==> src/hdl/spi_pkg.sv <==
`timescale 1ns / 1ps
`default_nettype none
// ----------------------------------------------------------------------------
// Segment/plane intersection package
// Shared word types and fixed constants of the segment/plane intersection core.
// ----------------------------------------------------------------------------
package spi_pkg;

  localparam int unsigned CoordW = 32;
  localparam int unsigned NormW  = 18;
  localparam int unsigned DiffW  = 33;
  localparam int unsigned ProdW  = 51;
  localparam int unsigned DotW   = 53;
  localparam int unsigned RemW   = 54;
  localparam int unsigned SBits  = 30;
  localparam int unsigned SW     = 31;
  localparam int unsigned LerpW  = 64;
  localparam int unsigned QDepth = 4;
  localparam int unsigned QPtrW  = 2;
  localparam int unsigned QCntW  = 3;
  localparam int unsigned CfgIdxW = 3;

  localparam logic [CfgIdxW-1:0] RegNormalX = 3'd0;
  localparam logic [CfgIdxW-1:0] RegNormalY = 3'd1;
  localparam logic [CfgIdxW-1:0] RegNormalZ = 3'd2;
  localparam logic [CfgIdxW-1:0] RegAnchorX = 3'd3;
  localparam logic [CfgIdxW-1:0] RegAnchorY = 3'd4;
  localparam logic [CfgIdxW-1:0] RegAnchorZ = 3'd5;

  typedef enum logic {
    JobPlane = 1'b0,
    JobCross = 1'b1
  } job_kind_e;

  typedef struct packed {
    logic signed [CoordW-1:0] start_x;
    logic signed [CoordW-1:0] start_y;
    logic signed [CoordW-1:0] start_z;
    logic signed [CoordW-1:0] end_x;
    logic signed [CoordW-1:0] end_y;
    logic signed [CoordW-1:0] end_z;
  } seg_t;

  typedef struct packed {
    logic signed [CoordW-1:0] hit_x;
    logic signed [CoordW-1:0] hit_y;
    logic signed [CoordW-1:0] hit_z;
    logic                     point_kind;
    logic                     last;
  } hit_t;

  typedef struct packed {
    logic signed [NormW-1:0]  normal_x;
    logic signed [NormW-1:0]  normal_y;
    logic signed [NormW-1:0]  normal_z;
    logic signed [CoordW-1:0] anchor_x;
    logic signed [CoordW-1:0] anchor_y;
    logic signed [CoordW-1:0] anchor_z;
  } plane_t;

  typedef struct packed {
    job_kind_e               kind;
    seg_t                    seg;
    logic signed [DiffW-1:0] u_x;
    logic signed [DiffW-1:0] u_y;
    logic signed [DiffW-1:0] u_z;
    logic [DotW-1:0]         mag_d;
    logic [DotW-1:0]         mag_n;
  } job_t;

endpackage
`default_nettype wire

==> src/hdl/spi_queue.sv <==
`timescale 1ns / 1ps
`default_nettype none
// ----------------------------------------------------------------------------
// Segment/plane intersection job queue
// Short queue of classified jobs between the front end and the back end.
// ----------------------------------------------------------------------------
module spi_queue (
  input  wire logic          clk_i,
  input  wire logic          rst_ni,
  input  wire logic          wr_i,
  input  wire spi_pkg::job_t wdata_i,
  output logic               full_o,
  input  wire logic          rd_i,
  output spi_pkg::job_t      rdata_o,
  output logic               empty_o
);

  spi_pkg::job_t mem_q [spi_pkg::QDepth];
  logic [spi_pkg::QPtrW-1:0] wp_q, rp_q;
  logic [spi_pkg::QCntW-1:0] cnt_q;
  logic do_wr, do_rd;

  assign full_o  = (cnt_q == spi_pkg::QCntW'(spi_pkg::QDepth));
  assign empty_o = (cnt_q == '0);
  assign do_wr   = wr_i && !full_o;
  assign do_rd   = rd_i && !empty_o;
  assign rdata_o = mem_q[rp_q];

  always_ff @(posedge clk_i or negedge rst_ni) begin
    if (!rst_ni) begin
      wp_q  <= '0;
      rp_q  <= '0;
      cnt_q <= '0;
    end else begin
      if (do_wr) wp_q <= wp_q + 1'b1;
      if (do_rd) rp_q <= rp_q + 1'b1;
      if (do_wr && !do_rd) cnt_q <= cnt_q + 1'b1;
      else if (do_rd && !do_wr) cnt_q <= cnt_q - 1'b1;
    end
  end

  always_ff @(posedge clk_i) begin
    if (do_wr) mem_q[wp_q] <= wdata_i;
  end

endmodule
`default_nettype wire

==> config.mk <==
export PLATFORM = sky130hd
export DESIGN_NAME = spi_queue
export DESIGN_NICKNAME = d
export VERILOG_FILES = /design/src/hdl/spi_pkg.sv /design/src/hdl/spi_queue.sv
export SDC_FILE = /design/constraint.sdc
export NUM_CORES = 1
export LEC_CHECK = 0
export BUFFER_PORTS_ARGS = -buffer_cell sky130_fd_sc_hd__buf_4
export CAP_MARGIN = 40
export CORE_MARGIN = 3
export CORE_UTILIZATION = 31
export CTS_CLUSTER_DIAMETER = 200
export CTS_CLUSTER_SIZE = 20
export DETAILED_ROUTE_END_ITERATION = 10
export PLACE_DENSITY = 0.55
export SYNTH_ARGS = -nofsm -noshare
export SYNTH_HDL_FRONTEND = slang
export SYNTH_SLANG_ARGS = --single-unit
==> constraint.sdc <==
create_clock -name clk_i -period 12.1 [get_ports clk_i]
set_input_delay 3.025 -clock clk_i [delete_from_list [all_inputs] [get_ports clk_i]]
set_output_delay 3.025 -clock clk_i [all_outputs]
set_load 0.1 [all_outputs]
* Word level (Yosys, flattened, before mapping)
Memories as Yosys holds them, arrays and structs flattened. Index checks and enable logic that the tools add are counted.
Word-level totals: memories 1, input bits 402, register bits 7, logic and storage cells 23, RAM bits 1592, output and inout bits 400
Cells by class: add/sub/neg operators 4, reduce and logical (&&, ||, !) cells 10, mux-type cells 4, eq/ne operators 1
Memories:
- mem_q | depth 4, bits a word 398, read ports 1, clocked after Yosys merged registers in 0, wr ports 1, RTL line spi_queue.sv:18 | spi_pkg::job_t mem_q [spi_pkg::QDepth];
Operators with widths (number):
- $mux W3 | 2
- $add A2 B1 Y2 const B | 2
- $logic_and A1 B1 Y1 | 4
- $logic_not A1 Y1 | 4
- $add A3 B1 Y3 const B | 1
- $eq A3 B3 Y1 const B | 1
- $logic_not A3 Y1 | 1
- $sub A3 B1 Y3 const B | 1
- $mux W1 | 2
- $reduce_bool A2 Y1 | 1

* Logic depth before layout (Yosys ltp)
Gate-level depths: netlist of run 1.
depth in word-level cells 7, gate-level depth with buffers 9

* Worst setup path before layout of run 1
OpenSTA, ideal clock, no wires.
path type in2reg, start input wr_i, end memory mem_q[0][0] in the netlist's numbering, enable pin, library setup time 0.813 ns, path slack -1.028 ns, stages 3, arrival time 12.315 ns, cells stage by stage nor2b_1 buf_2 and2_1
Between the ends: cells in the longest elaborated chain, start to end 3
Ends and longest elaborated chain:
- start: declaration | RTL line spi_queue.sv:10 | input wire logic wr_i,
- $logic_and A1 B1 Y1 | RTL line spi_queue.sv:25 | assign do_wr = wr_i && !full_o;
- named net do_wr | RTL line spi_queue.sv:21 | logic do_wr, do_rd;
- $mux W1 | RTL line spi_queue.sv:43 | if (do_wr) mem_q[wp_q] <= wdata_i;
- $mux W1 (implied by the code) | RTL line spi_queue.sv:43
- end: declaration | RTL line spi_queue.sv:18
The timed path passes the listed nets, and every way through them passes these cells.

==> reports/results.txt, run 1 <==
port bufs - 801
Synth Instances - 2115
# setup viols final - 0
fin util - 37.3%
Die Span X - 439 microns
Setup Buffers After CTS - 0
synth-to-layout area growth - 19.2%
sequential area share after synthesis - 82.5%
startpoint type of the worst setup path - register
worst skew pair latency - 740 ps
cts hold-fix bufs - 0
HPWL after DPL - 87.0 mm
clk_skew - 37.0 ps
pin count of the biggest net entering global routing - 128
via count - 25258
Critical Path RT - 9070 ps
Clock H-tree levels - 3
Die ar. - 0.193 sq mm
Vias/cell - 4.61
first-pass GRT wire length - 193 mm
final period utilization - 57.9%
unrepaired setup endpoints after global routing - no
syn avg cell area - 27.5 sq um
Total Nets Final - 3364
core area - 0.186 sq mm
number of routed nets with antenna violations - 0
worst-path maximum fanout - 90
drt drc - 0
crit path DAT - 3980 ps
Worst-Margin Slew - 1150 ps
Hold Violations, Final - 0
count of pins over their slew limit - 0
fin crit period - 7010 ps
critical setup path kind - reg -> out
clk root buf - clkbuf_16
I/O Pins - 802
area of the mapped netlist - 0.0582 sq mm
status - finished clean
Detailed Route Iter0 Violations - 1675
setup TNS - 0 ps
post-synthesis cell type count - 20
# resized after CTS - 0
Max-Cap Viols - 0
Clock transition at path regs - 80 ps
Max Freq - 143 MHz
#FFs+latches synth - 1599
antenna violations before repair - 29
1st-pass router iterations - 4
post-synth net total - 2523
TritonCTS clock tree - built
global placement routability congestion - 0.745
Die Y-Extent - 439 microns
Synth Warn # - 0
class of the worst hold path - reg -> reg
layout cells sized above 1 - 45.0%
Slew HR - 23.5%
grt ovf - 0
Routed WL per cell - 24.7 microns
gr usage total - 13.7%
starting density of the core - 31.3%
CTS buffer count - 89
Worst Setup End Kind - output pin
number of global-route vias before repair - 26635
final WL - 135 mm
cell row count - 158
CTS Sinks - 1599
CTS Buffer Depth - 3
## sequential cells by signal (all words and copies together) (netlist names)
register / flops
mem_q: 1592
cnt_q: 3
rp_q: 2
wp_q: 2
## cells by family (layout without fill, tap and decap cells)
group,count (synthesis),after routing,synth area share [%]
muxes,400,400,15.4
buffers and inverters,94,960,1.76
other,0,21,0
DFF,1599,1599,82.5
and+or+nand+nor,10,10,0.0989
xor gates and xnor gates,6,6,0.0903
adders and majority gates,6,6,0.142
## cells in the mapped netlist, drive strengths merged
cell | count | area share (%)
edfxtp | 1592 | 82
mux4 | 398 | 15
buf | 82 | 1.7
clkbuf | 8 | 0.052
dfrtp | 7 | 0.30
ha | 5 | 0.11
and2 | 4 | 0.043
inv | 4 | 0.026
xnor2 | 4 | 0.060
mux2 | 2 | 0.039
xor2 | 2 | 0.030
fa | 1 | 0.034
nand2 | 1 | 0.0064
nand3 | 1 | 0.0086
nor2 | 1 | 0.0064
nor2b | 1 | 0.011
nor3b | 1 | 0.013
or3 | 1 | 0.011
## worst paths after layout
kind / start / endpoint / slack (ps) / cells past startpoint
worst min register to register: cnt_q[2] / cnt_q[2] / 490 / 1
max in group asynchronous: rst_ni / rp_q[1] / 9830 / 1
worst max-delay path: rp_q[0] / rdata_o[167] / 5090 / 5
min in group asynchronous: rst_ni / cnt_q[1] / 2100 / 1
worst min-delay path: cnt_q[2] / cnt_q[2] / 490 / 1
worst max register to register: cnt_q[2] / mem_q[2][174] / 8220 / 5
## layout by cell type (no fill, tap or decap), types with 5 or more instances in the layout
cell,n
ha_1,5
buf_12,15
mux4_2,398
edfxtp_1,1592
clkbuf_1,20
buf_4,820
clkbuf_16,92
diode_2,21
dfrtp_1,5
buf_16,5
## metal layers
layer  routed length [microns]  GRT usage [%]  share of wire [%]
met5                       100              0              0.074
met4                      3820           5.02                2.8
met3                     11000           4.75                8.2
met2                     68900           22.8                 51
met1                     51300           16.4                 38
## worst max-delay path: stages, from the launching register on
cell and delay (ps):
dfrtp_4 670, buf_12 280, buf_12 530, buf_12 560, mux4_2 610, buf_4 250
## layout make-up
| class | count | area [sq um] |
|---|---|---|
| antenna | 21 | 52.6 |
| clock buffer | 112 | 2380 |
| clock inverter | 4 | 65.1 |
| fill | 16793 | 117000 |
| inverter | 4 | 15.0 |
| multi-input combinational | 422 | 9190 |
| sequential | 1599 | 48000 |
| tap | 2480 | 3100 |
| timing repair buffer | 840 | 6590 |
## per-stage QoR
| stage | hold WS (ps) | worst slack, ps | instance area [sq um] | instances |
|---|---|---|---|---|
| final | 487 | 5090 | 69400 | 5482 |
| after global routing | 526 | 4720 | 69400 | 5472 |
| after CTS | 494 | 4870 | 69300 | 5461 |
| after detailed placement | 486 | 5730 | 66900 | 5345 |
| after global placement | 469 | 5610 | 66700 | 5338 |
| after floorplan | 447 | 3470 | 58200 | 2115 |
Power of run 1 is not shown: default switching activity piles up to over one toggle a cycle in this logic, so the estimate is an artifact.
==> run 2: changes to the inputs <==
Clock period 12.1 ns to 6.8 ns, I/O delays scaled along.
==> run 2 against run 1 <==
Worst setup slack worse by 3100 ps; register-to-register slack worse by 4400 ps; first-iteration DRC count down 4.7%; wire length up 0.70%; sequential cell count unchanged; critical path depth down 1; non-clock buffer count up 10; utilization about the same.
==> reports/results.txt, run 2 (synthesis results as in run 1) <==
cts hold-fix bufs - 0 (unchanged)
unrepaired setup endpoints after global routing - no (unchanged)
Worst Reg-to-Reg Cells - 4 (was 5)
final WL - 136 mm (was 135 mm)
worst skew pair latency - 710 ps (was 740 ps)
Slew HR - 45.0% (was 23.5%)
# setup viols final - 0 (unchanged)
final period utilization - 70.6%
1st-pass router iterations - 5 (was 4)
Filler cells - 16766 (was 16793)
Die Span X - 439 microns (unchanged)
Total Nets Final - 3374 (was 3364)
startpoint type of the worst setup path - register (unchanged)
CTS Sinks - 1599 (unchanged)
Detailed Route Iter0 Violations - 1596 (was 1675)
pin count of the biggest net entering global routing - 105 (was 128)
clk root buf - clkbuf_16 (unchanged)
fin crit period - 4800 ps
cell row count - 158 (unchanged)
port bufs - 801 (unchanged)
Clock H-tree levels - 3 (unchanged)
Worst Setup End Kind - output pin (unchanged)
Max-Cap Viols - 0 (unchanged)
Hold Violations, Final - 0 (unchanged)
setup TNS - 0 ps (unchanged)
critical setup path kind - reg -> out (unchanged)
global placement routability congestion - 0.751 (was 0.745)
# resized after CTS - 0 (unchanged)
TritonCTS clock tree - built (unchanged)
CTS buffer count - 89 (unchanged)
largest registers - mem_q x1592, cnt_q x3 (unchanged)
hold path depth - 1 (unchanged)
clk_skew - 29.3 ps (was 37.0 ps)
Max Freq - 208 MHz
starting density of the core - 31.3% (unchanged)
count of pins over their slew limit - 0 (unchanged)
CTS Buffer Depth - 3 (unchanged)
Setup Buffers After CTS - 0 (unchanged)
worst-path maximum fanout - 26 (was 90)
commonest cells after routing, fill and taps aside - edfxtp_1 (1592), buf_4 (820), mux4_2 (398) (unchanged)
synth-to-layout area growth - 19.3% (was 19.2%)
commonest non-fill, non-tap cell in the layout - edfxtp_1 (unchanged)
first-pass GRT wire length - 194 mm (was 193 mm)
number of routed nets with antenna violations - 0 (unchanged)
I/O Pins - 802 (unchanged)
gr usage total - 13.8% (was 13.7%)
Die Y-Extent - 439 microns (unchanged)
Clock transition at path regs - 90 ps (was 80 ps)
class of the worst hold path - reg -> reg (unchanged)
most flop-heavy register - mem_q (unchanged)
Worst-Margin Slew - 824 ps (was 1150 ps)
crit path DAT - 3100 ps (was 3980 ps)
grt ovf - 0 (unchanged)
Routed WL per cell - 24.9 microns (was 24.7 microns)
Vias/cell - 4.61 (about the same)
core area - 0.186 sq mm (unchanged)
max FFs per register - 1592 (unchanged)
HPWL after DPL - 88.7 mm (was 87.0 mm)
antenna violations before repair - 30 (was 29)
Die ar. - 0.193 sq mm (unchanged)
Critical Path RT - 5100 ps (was 9070 ps)
number of global-route vias before repair - 26721 (was 26635)
via count - 25229 (was 25258)
drt drc - 0 (unchanged)
layout cells sized above 1 - 45.3% (was 45.0%)
status - finished clean (unchanged)
==> run 2: changes by cell type in the layout (fill, tap and decap cells not counted) <==
cell and delta:
inv_16 -2, diode_2 -1, clkbuf_1 -10, buf_16 -5, clkbuf_16 -2, buf_12 +15
inv_6 +1
==> run 2: final timing paths <==
kind	from	to	slack, ps
min in group asynchronous	rst_ni	cnt_q[2]	780
max in group asynchronous	rst_ni	rp_q[0]	5870
max reg2reg	cnt_q[2]	mem_q[1][166]	3860
min	cnt_q[2]	cnt_q[2]	480
max	rp_q[0]	rdata_o[262]	2000
min reg2reg	cnt_q[2]	cnt_q[2]	480
==> run 2: per-layer routing <==
metal  share of wire, %  track usage [%]  routed length, microns  up-vias
met5              0.065                0                      89        -
met4                3.2             4.97                    4400       12
met3                8.1             4.82                   11000      184
met2                 51             23.2                   69400      730
met1                 38             16.3                   51200    13460
li1                   -                -                       -    10843
==> run 2: critical path, stage by stage (launching register included) <==
cell     delay [ps]
dfrtp_4         740
buf_12          310
buf_4           440
mux4_2          600
buf_4           250
==> run 2: per-stage QoR <==
step | cell area [sq um] | utilization (%) | setup WS [ps] | hold slack, ps | cells
floorplan | 58200 | - | -504 | 447 | 2115
global placement | 67000 | 36.0 | 2570 | 464 | 5353
detailed placement | 67100 | 36.0 | 2570 | 465 | 5355
CTS | 69400 | 37.3 | 1780 | 483 | 5458
global route | 69400 | 37.3 | 1710 | 504 | 5471
finish | 69400 | 37.3 | 2000 | 476 | 5478
==> run 2: area by class of cell <==
cell class	count	area, sq um	share of cell area, %
sequential	1599	48000	69.1
tap	2480	3100	4.47
antenna	20	50.0	0.0721
multi-input combinational	422	9190	13.2
clock inverter	3	33.8	0.0487
inverter	4	15.0	0.0216
clock buffer	100	2290	3.30
timing repair buffer	850	6760	9.73
Power of run 2 is left out for the same reason.
