[src/hdl/spi_pkg.sv]
`timescale 1ns / 1ps
`default_nettype none
// ----------------------------------------------------------------------------
// Segment/plane intersection package
// Shared word types and fixed constants of the segment/plane intersection core.
// ----------------------------------------------------------------------------
package spi_pkg;

  localparam int unsigned CoordW = 32;
  localparam int unsigned NormW  = 18;
  localparam int unsigned DiffW  = 33;
  localparam int unsigned ProdW  = 51;
  localparam int unsigned DotW   = 53;
  localparam int unsigned RemW   = 54;
  localparam int unsigned SBits  = 30;
  localparam int unsigned SW     = 31;
  localparam int unsigned LerpW  = 64;
  localparam int unsigned QDepth = 4;
  localparam int unsigned QPtrW  = 2;
  localparam int unsigned QCntW  = 3;
  localparam int unsigned CfgIdxW = 3;

  localparam logic [CfgIdxW-1:0] RegNormalX = 3'd0;
  localparam logic [CfgIdxW-1:0] RegNormalY = 3'd1;
  localparam logic [CfgIdxW-1:0] RegNormalZ = 3'd2;
  localparam logic [CfgIdxW-1:0] RegAnchorX = 3'd3;
  localparam logic [CfgIdxW-1:0] RegAnchorY = 3'd4;
  localparam logic [CfgIdxW-1:0] RegAnchorZ = 3'd5;

  typedef enum logic {
    JobPlane = 1'b0,
    JobCross = 1'b1
  } job_kind_e;

  typedef struct packed {
    logic signed [CoordW-1:0] start_x;
    logic signed [CoordW-1:0] start_y;
    logic signed [CoordW-1:0] start_z;
    logic signed [CoordW-1:0] end_x;
    logic signed [CoordW-1:0] end_y;
    logic signed [CoordW-1:0] end_z;
  } seg_t;

  typedef struct packed {
    logic signed [CoordW-1:0] hit_x;
    logic signed [CoordW-1:0] hit_y;
    logic signed [CoordW-1:0] hit_z;
    logic                     point_kind;
    logic                     last;
  } hit_t;

  typedef struct packed {
    logic signed [NormW-1:0]  normal_x;
    logic signed [NormW-1:0]  normal_y;
    logic signed [NormW-1:0]  normal_z;
    logic signed [CoordW-1:0] anchor_x;
    logic signed [CoordW-1:0] anchor_y;
    logic signed [CoordW-1:0] anchor_z;
  } plane_t;

  typedef struct packed {
    job_kind_e               kind;
    seg_t                    seg;
    logic signed [DiffW-1:0] u_x;
    logic signed [DiffW-1:0] u_y;
    logic signed [DiffW-1:0] u_z;
    logic [DotW-1:0]         mag_d;
    logic [DotW-1:0]         mag_n;
  } job_t;

endpackage
`default_nettype wire

[src/hdl/spi_back.sv]
`timescale 1ns / 1ps
`default_nettype none
// ----------------------------------------------------------------------------
// Segment/plane intersection back end
// Emits both endpoints of in-plane segments, or divides N by D one bit per
// cycle and interpolates the crossing point one axis at a time.
// ----------------------------------------------------------------------------
module spi_back (
  input  wire logic          clk_i,
  input  wire logic          rst_ni,
  input  wire logic          job_empty_i,
  input  wire spi_pkg::job_t job_i,
  output logic               job_pop_o,
  output logic               empty,
  input  wire logic          pop,
  output spi_pkg::hit_t      hit_o
);

  typedef enum logic [2:0] {
    StIdle, StStart, StEnd, StDiv, StMul, StAdd, StEmit
  } state_e;

  state_e state_q;
  spi_pkg::job_t job_q;
  logic out_v_q;
  spi_pkg::hit_t out_q;
  logic [spi_pkg::RemW-1:0] r_q;
  logic [spi_pkg::SW-1:0] s_q;
  logic [4:0] cnt_q;
  logic [1:0] axis_q;
  logic [spi_pkg::LerpW-1:0] prod_q;
  logic signed [spi_pkg::CoordW-1:0] hit_q [3];

  logic out_free;
  logic emit;
  logic [spi_pkg::RemW-1:0] rt;
  logic signed [spi_pkg::DiffW-1:0] u_sel;
  logic signed [spi_pkg::CoordW-1:0] st_sel;
  logic [spi_pkg::DiffW-1:0] u_mag;
  logic [spi_pkg::LerpW-1:0] rnd;
  logic [spi_pkg::CoordW-1:0] dlt;

  assign out_free  = !out_v_q || pop;
  assign emit      = out_free &&
                     ((state_q == StStart) || (state_q == StEnd) || (state_q == StEmit));
  assign empty     = !out_v_q;
  assign hit_o     = out_q;
  assign job_pop_o = (state_q == StIdle) && !job_empty_i;

  assign rt = (cnt_q == '0) ? r_q : {r_q[spi_pkg::RemW-2:0], 1'b0};

  always_comb begin
    unique case (axis_q)
      2'd0:    begin u_sel = job_q.u_x; st_sel = job_q.seg.start_x; end
      2'd1:    begin u_sel = job_q.u_y; st_sel = job_q.seg.start_y; end
      default: begin u_sel = job_q.u_z; st_sel = job_q.seg.start_z; end
    endcase
  end

  assign u_mag = u_sel[spi_pkg::DiffW-1] ? spi_pkg::DiffW'(-u_sel) : spi_pkg::DiffW'(u_sel);
  assign rnd   = prod_q + (spi_pkg::LerpW'(1) << (spi_pkg::SBits - 1));
  assign dlt   = rnd[spi_pkg::SBits +: spi_pkg::CoordW];

  always_ff @(posedge clk_i or negedge rst_ni) begin
    if (!rst_ni) begin
      state_q <= StIdle;
      out_v_q <= 1'b0;
      cnt_q   <= '0;
      axis_q  <= '0;
    end else begin
      if (emit) out_v_q <= 1'b1;
      else if (pop) out_v_q <= 1'b0;
      unique case (state_q)
        StIdle: begin
          if (!job_empty_i) begin
            job_q <= job_i;
            r_q   <= spi_pkg::RemW'(job_i.mag_n);
            s_q   <= '0;
            cnt_q <= '0;
            state_q <= (job_i.kind == spi_pkg::JobPlane) ? StStart : StDiv;
          end
        end
        StStart: begin
          if (out_free) begin
            out_q <= '{hit_x: job_q.seg.start_x, hit_y: job_q.seg.start_y,
                       hit_z: job_q.seg.start_z, point_kind: 1'b1, last: 1'b0};
            state_q <= StEnd;
          end
        end
        StEnd: begin
          if (out_free) begin
            out_q <= '{hit_x: job_q.seg.end_x, hit_y: job_q.seg.end_y,
                       hit_z: job_q.seg.end_z, point_kind: 1'b1, last: 1'b1};
            state_q <= StIdle;
          end
        end
        StDiv: begin
          if (rt >= spi_pkg::RemW'(job_q.mag_d)) begin
            r_q <= rt - spi_pkg::RemW'(job_q.mag_d);
            s_q <= {s_q[spi_pkg::SW-2:0], 1'b1};
          end else begin
            r_q <= rt;
            s_q <= {s_q[spi_pkg::SW-2:0], 1'b0};
          end
          cnt_q <= cnt_q + 1'b1;
          if (cnt_q == 5'(spi_pkg::SBits)) begin
            axis_q  <= '0;
            state_q <= StMul;
          end
        end
        StMul: begin
          prod_q  <= spi_pkg::LerpW'(u_mag) * spi_pkg::LerpW'(s_q);
          state_q <= StAdd;
        end
        StAdd: begin
          hit_q[axis_q] <= u_sel[spi_pkg::DiffW-1] ? st_sel - dlt : st_sel + dlt;
          if (axis_q == 2'd2) begin
            state_q <= StEmit;
          end else begin
            axis_q  <= axis_q + 1'b1;
            state_q <= StMul;
          end
        end
        StEmit: begin
          if (out_free) begin
            out_q <= '{hit_x: hit_q[0], hit_y: hit_q[1], hit_z: hit_q[2],
                       point_kind: 1'b0, last: 1'b1};
            state_q <= StIdle;
          end
        end
        default: state_q <= StIdle;
      endcase
    end
  end

endmodule
`default_nettype wire

[config.mk]
export PLATFORM = sky130hd
export DESIGN_NAME = spi_back
export DESIGN_NICKNAME = d
export VERILOG_FILES = /design/src/hdl/spi_pkg.sv /design/src/hdl/spi_back.sv
export SDC_FILE = /design/constraint.sdc
export NUM_CORES = 2
export LEC_CHECK = 0
export BUFFER_PORTS_ARGS = -buffer_cell sky130_fd_sc_hd__buf_2
export CORE_AREA = 2 2 294 355
export CTS_CLUSTER_DIAMETER = 80
export DETAILED_ROUTE_END_ITERATION = 6
export DIE_AREA = 0 0 296 357
export MAX_ROUTING_LAYER = met4
export PLACE_DENSITY = 0.83
export SLEW_MARGIN = 20
export SYNTH_ARGS = -nofsm -noshare
export SYNTH_HDL_FRONTEND = slang
export SYNTH_SLANG_ARGS = --single-unit
[constraint.sdc]
create_clock -name clk_i -period 12.4 [get_ports clk_i]
set_input_delay 3.1 -clock clk_i [delete_from_list [all_inputs] [get_ports clk_i]]
set_output_delay 3.1 -clock clk_i [all_outputs]
set_load 0.02 [all_outputs]
# Word-level counts from Yosys, hierarchy flattened

Memories as Yosys holds them, arrays and structs flattened.
Index checks and enable logic that the tools add are counted.

Bits in registers: 600
RAM bits: 96
Logic and storage cells: 103
Memories kept: 1

Add/subtract/negate cells: 7
Multipliers: 1
Order comparisons: 1
Equality and inequality tests: 16
Multiplexer cells: 31
Bitwise gates (word level): 1
Reduce and logical (&&, ||, !) cells: 23

Memory list:

| memory | words | bits a word | read ports | clocked after Yosys merged registers in | wr ports | RTL line       | source |
|---|---|---|---|---|---|---|---|
| hit_q  | 3     | 32          | 3          | 0                                       | 1        | spi_back.sv:32 | `logic signed [spi_pkg::CoordW-1:0] hit_q [3];` |

Operator list:

| cell                                            | count |
|---|---|
| two-way mux 98 bit                              | 3 |
| case mux 98 bit (3 select lines)                | 1 |
| two-way mux 54 bit                              | 3 |
| case mux 54 bit (2 select lines)                | 1 |
| case mux 33 bit (2 select lines)                | 1 |
| case mux 32 bit (2 select lines)                | 1 |
| adder 62 x 30 -> 62 bit (second input constant) | 1 |
| multiplier 33 x 31 -> 62 bit                    | 1 |
| case mux 31 bit (2 select lines)                | 1 |
| greater-or-equal comparator 54 x 53 -> 1 bit    | 1 |
| subtractor 54 x 53 -> 54 bit                    | 1 |
| two-way mux 33 bit                              | 1 |
| negator 33 bit                                  | 1 |
| adder 32 bit                                    | 1 |
| two-way mux 32 bit                              | 1 |
| subtractor 32 bit                               | 1 |
| two-way mux 31 bit                              | 1 |
| case mux 3 bit (6 select lines)                 | 1 |
| two-way mux 3 bit                               | 4 |
| inequality test 2 bit (second input constant)   | 6 |
| case mux 5 bit (2 select lines)                 | 1 |
| == test 3 bit (second input constant)           | 3 |
| AND reduction 3 bit                             | 3 |
| two-way mux 2 bit                               | 4 |
| 24 further kinds                                | 37 |

# Logic depth before layout (Yosys ltp)

Depth after elaboration: 5
Gate-level depth with buffers: 42

# Worst setup path after synthesis

No wires, ideal clock.

Kind: in2reg
Start: in job_empty_i
End: reg job_q[100] (netlist name), enable pin
Setup time: 0.748 ns
Arrival: 11.729 ns
Data required time: 11.652 ns
Path slack: -0.076 ns
Stages: 2
Cell sequence: nor4_1 > and2_1

Word-level cells in the longest chain between the ends: 2

Ends and longest elaborated chain:

| item                          | RTL line       | source |
|---|---|---|
| start: declaration            | spi_back.sv:11 | `input wire logic job_empty_i,` |
| inverter 1 bit (no line)      | n/a            |  |
| AND reduction 3 bit (no line) | n/a            |  |
| end signal: assignment        | spi_back.sv:76 | `job_q <= job_i;` |
| end: declaration              | spi_back.sv:24 | `spi_pkg::job_t job_q;` |

Every way passes these cells.
A chain may end at the register's enable or synchronous reset.

# Worst setup path in the final report

Start: reg axis_q[1]
End: reg prod_q[61] (netlist name) (data pin)

Word-level cells in the longest chain between the ends: 5
Elaborated cells on any way between the ends: 6
Classes of those cells: add/sub (1); mul (1); eq/ne (1); mux (2); reduce/logical (1)

Ends and longest elaborated chain:

| item                                                               | RTL line        | source |
|---|---|---|
| start: declaration                                                 | spi_back.sv:30  | `logic [1:0] axis_q;` |
| start signal: assignment                                           | spi_back.sv:120 | `axis_q <= axis_q + 1'b1;` |
| == test 2 x 1 -> 1 bit / logical NOT 2 bit (equally long branches) | spi_back.sv:53  | `unique case (axis_q)` |
| case mux 33 bit (2 select lines) (*)                               | spi_back.sv:53  |  |
| negator 33 bit                                                     | spi_back.sv:60  | `assign u_mag = u_sel[spi_pkg::DiffW-1] ? spi_pkg::DiffW'(-u_sel) : spi_pkg::DiffW'(u_sel);` |
| two-way mux 33 bit (*)                                             | spi_back.sv:60  |  |
| multiplier 33 x 31 -> 62 bit (*)                                   | spi_back.sv:112 | `prod_q <= spi_pkg::LerpW'(u_mag) * spi_pkg::LerpW'(s_q);` |
| end signal: assignment                                             | spi_back.sv:112 |  |
| end: declaration                                                   | spi_back.sv:31  | `logic [spi_pkg::LerpW-1:0] prod_q;` |

Every way passes the cells marked *; elsewhere a longest branch is shown, timed or not.

==> impl_summary.md <==
Hold path
The type of the tightest min-delay check is reg2reg.

Worst setup path
The startpoint type of the worst setup path is a flip-flop. The slowest cell on the critical path is xnor2_4. The slack of the worst reg-to-reg path is 0.61 ns. The endpoint of the most critical register-to-register path is prod_q[61]. Of all nets on the critical path, the largest fanout is 38. The worst setup path category is reg2reg. For this run, the slowest stage of the critical path takes 0.84 ns. The worst setup path is captured at a flip-flop. The cell depth of the worst flop-to-flop path is 31. The source of the worst register-to-register timing path is axis_q[1]. The most prevalent standard cell on the critical path is fa_1.

The required time reported for the critical path endpoint is 12.78 ns. The end point of the critical path is prod_q[61]. Tracing the worst setup path back leads to its startpoint at axis_q[1]. Data arrives at the worst endpoint at 12.17 ns.

Route
The via density per instance is 6.07. The detailed router's first-iteration violation count is 4924. The remaining routing DRC violations is 0.

The vias after detailed routing is 47.7k. Wires add up to 195000 um. For this run, the detailed router's first-pass iteration total came to 7.

In this run the remaining antenna-violating nets after routing total 0. The routed length per placed instance is 24.8 um.

Die
After floorplanning, the core was divided into 129 placement rows. During I/O placement, the number of pins put on the boundary was 502. The floorplan step set the die width to 296 um. The die boundary height is 357 um. In this run the standard cell core region covers 0.102 mm2. The starting density of the core is 0.625. The die covers 0.106 mm2.

Finish
Summing all flip-flop and latch instances after layout gives 0.0200 mm2. Leaving out fill and tap cells, the most frequent cells in the layout are inv_1 (913), fa_1 (895), nand2_1 (793), edfxtp_1 (656), and2_1 (558). Compared with the post-synthesis result, the final layout area differs by 9.81%. The area of combinational cells with multiple inputs is 0.0397 mm2.

The number of nets in the layout is 7994. Excluding fillers, the count of instances in the completed layout stands at 7867. In the final layout, the share of cells above drive strength 1 is 0.131. The most common cell after layout, fill and taps aside is inv_1. The count of fill cells added during filler insertion is 7298.

Timing
Derived from the worst setup path, the maximum achievable clock frequency is 84.8 MHz. The setup TNS is 0 ns. Clock skew on the completed layout was measured at 0.0213 ns. The setup slack of the critical path after layout is 0.610 ns. Setup repair after global routing left no endpoint under its margin. The worst relative slew slack is 0.223.

Of the available clock period, the critical path in the final layout requires 0.951. At the pin with the least slew margin, the transition time is 1.16 ns. The post-route worst hold slack is 0.546 ns. The minimum period implied by the final worst setup slack is 11.79 ns.

The count of pins over their slew limit came to 0. The number of setup violations in the final report is 0. The final hold violation count is 0.

Placement
The half-perimeter wire length after placement is 147000 um. The number of placed instances, taps included is 7676. The final estimated routing congestion in global placement is 1.02. The placement-stage worst setup slack is 0.649 ns.

Input and output buffers added on the ports amount to 501.

Clock network
The clock tree root driver cell is clkbuf_16. The post-CTS setup repair buffer count is 0. The H-tree was split into 2 levels.

The longest clock path from root to sink contains 3 buffers. Once the clock tree was built, the resizer swapped 0 gates to a different size. Clock latency on the worst-skew pair, taken at its later pin, is 0.66 ns. The number of hold buffers added after CTS was 0.

TritonCTS built the clock tree. The clock input transition at the sequential cells of the worst setup and hold paths is 0.07 ns. For this design, the sink count on the clock tree is 667. Buffers inserted during clock tree synthesis total 61.

Yosys
The sequential cell area fraction in the yosys report is 0.312. Synthesis produced a netlist with a net count of 7637. Synthesis instantiated 94 different standard cells from the library. Of all flip-flops after synthesis, the portion carrying an async set or reset was 0.0165.

The count of mapped cells out of synthesis is 6008. The count of flip-flops with a built-in enable after synthesis is 656. The number of warnings issued by yosys is 0. The post-synthesis instance area is 0.0640 mm2. For this run, the leading register cell type out of synthesis is edfxtp_1. Dividing the synthesized area by the synthesized cell count gives 10.7 um2. Synthesis inferred 667 register bits.

GRT
The number of global-route vias before repair is 50.7k. Entering global routing, the biggest net connects 179 pins. The number of antenna violations at the first check in global routing is 66. The global route total overflow is 0. The global routing usage on met1 is 0.422. In the global route stage, met2 resource usage came out at 0.608. The wire length of the first global-routing pass is 290000 um. For this run, global-route usage on met3 was measured as 0.0861.

The global-route total usage across every layer is 0.380. In this run the most used layer during global routing was met2.

Flow run
The number of violations of the max-capacitance limit is 0.

Status
The flow ran to the end, and the final reports show no timing, DRC or antenna violations.
[cell type report]
cell class | count | share of cell area
Clock inverter | 40 | 0.00571
Timing Repair Buffer | 605 | 0.0472
Antenna cell | 77 | 0.00274
Clock buffer | 73 | 0.0224
Multi-Input combinational cell | 4117 | 0.564
Tap cell | 1375 | 0.0245
Sequential cell | 667 | 0.284
Inverter | 913 | 0.0488
[worst max-delay path: cells and delay by family (launching register included)]
family | cells | cell delay (ns)
AOI/OAI and AO/OA | 8 | 2.72
xor gates and xnor gates | 2 | 1.01
adders and majority gates | 10 | 4.86
buffers and inverters | 3 | 0.30
DFF | 1 | 0.40
and+or+nand+nor | 8 | 2.20
[worst min-delay path by stage]
| stage | endpoint | depth (start not counted) | slack [ns] | from |
|---|---|---|---|---|
| floorplan | cnt_q[4] | 1 | 0.47 | cnt_q[4] |
| global placement | cnt_q[4] | 1 | 0.52 | cnt_q[4] |
| detailed placement | cnt_q[4] | 1 | 0.54 | cnt_q[4] |
| CTS | cnt_q[4] | 1 | 0.55 | cnt_q[4] |
| global route | cnt_q[4] | 1 | 0.58 | cnt_q[4] |
| finish | cnt_q[4] | 1 | 0.55 | cnt_q[4] |
[cell families after synthesis]
group,count (synthesis),share of synthesized area
and+or+nand+nor,1750,0.136
adders and majority gates,1227,0.345
buffers and inverters,1224,0.0739
AOI/OAI and AO/OA,749,0.0747
DFF,667,0.312
xor gates and xnor gates,201,0.0275
muxes,190,0.0308
[layer usage]
metal	wire length, um	up-vias
met4	15900	0
met3	21200	825
met1	64600	23600
met5	0	-
li1	-	20300
met2	93300	3035
[cells in the mapped netlist (all sizes together), types with 32 or more instances]
library cell / number / area share
buf: 52 / 0.0051
a22o: 36 / 0.0049
and2: 561 / 0.055
clkbuf: 259 / 0.015
mux2i: 135 / 0.021
ha: 332 / 0.065
nand3: 68 / 0.0055
fa: 895 / 0.28
xor2: 73 / 0.010
xnor2: 128 / 0.018
nand2: 795 / 0.047
a22oi: 33 / 0.0039
o21ai: 232 / 0.018
nor3: 32 / 0.0031
edfxtp: 656 / 0.31
nor2: 115 / 0.0069
a21oi: 177 / 0.014
inv: 913 / 0.054
mux2: 55 / 0.0097
a21o: 78 / 0.0093
and3: 61 / 0.0060
[per-stage QoR]
stage	utilization	cell area, um2
final	0.687	70300
after detailed placement	0.665	68100
after global routing	0.686	70200
after floorplan	-	64000
after global placement	0.665	68100
after CTS	0.685	70100
[registers in the layout (all words and copies together) (netlist names)]
register and flops:
job_q 344, hit_o 98, hit_q 96, r_q 54, prod_q 33, s_q 31, cnt_q 5, state_q 3
axis_q 2, out_v_q 1
Power is left out: the tool's default activity adds up to more than one toggle a clock period on the data nets, which glitch-free logic cannot reach.
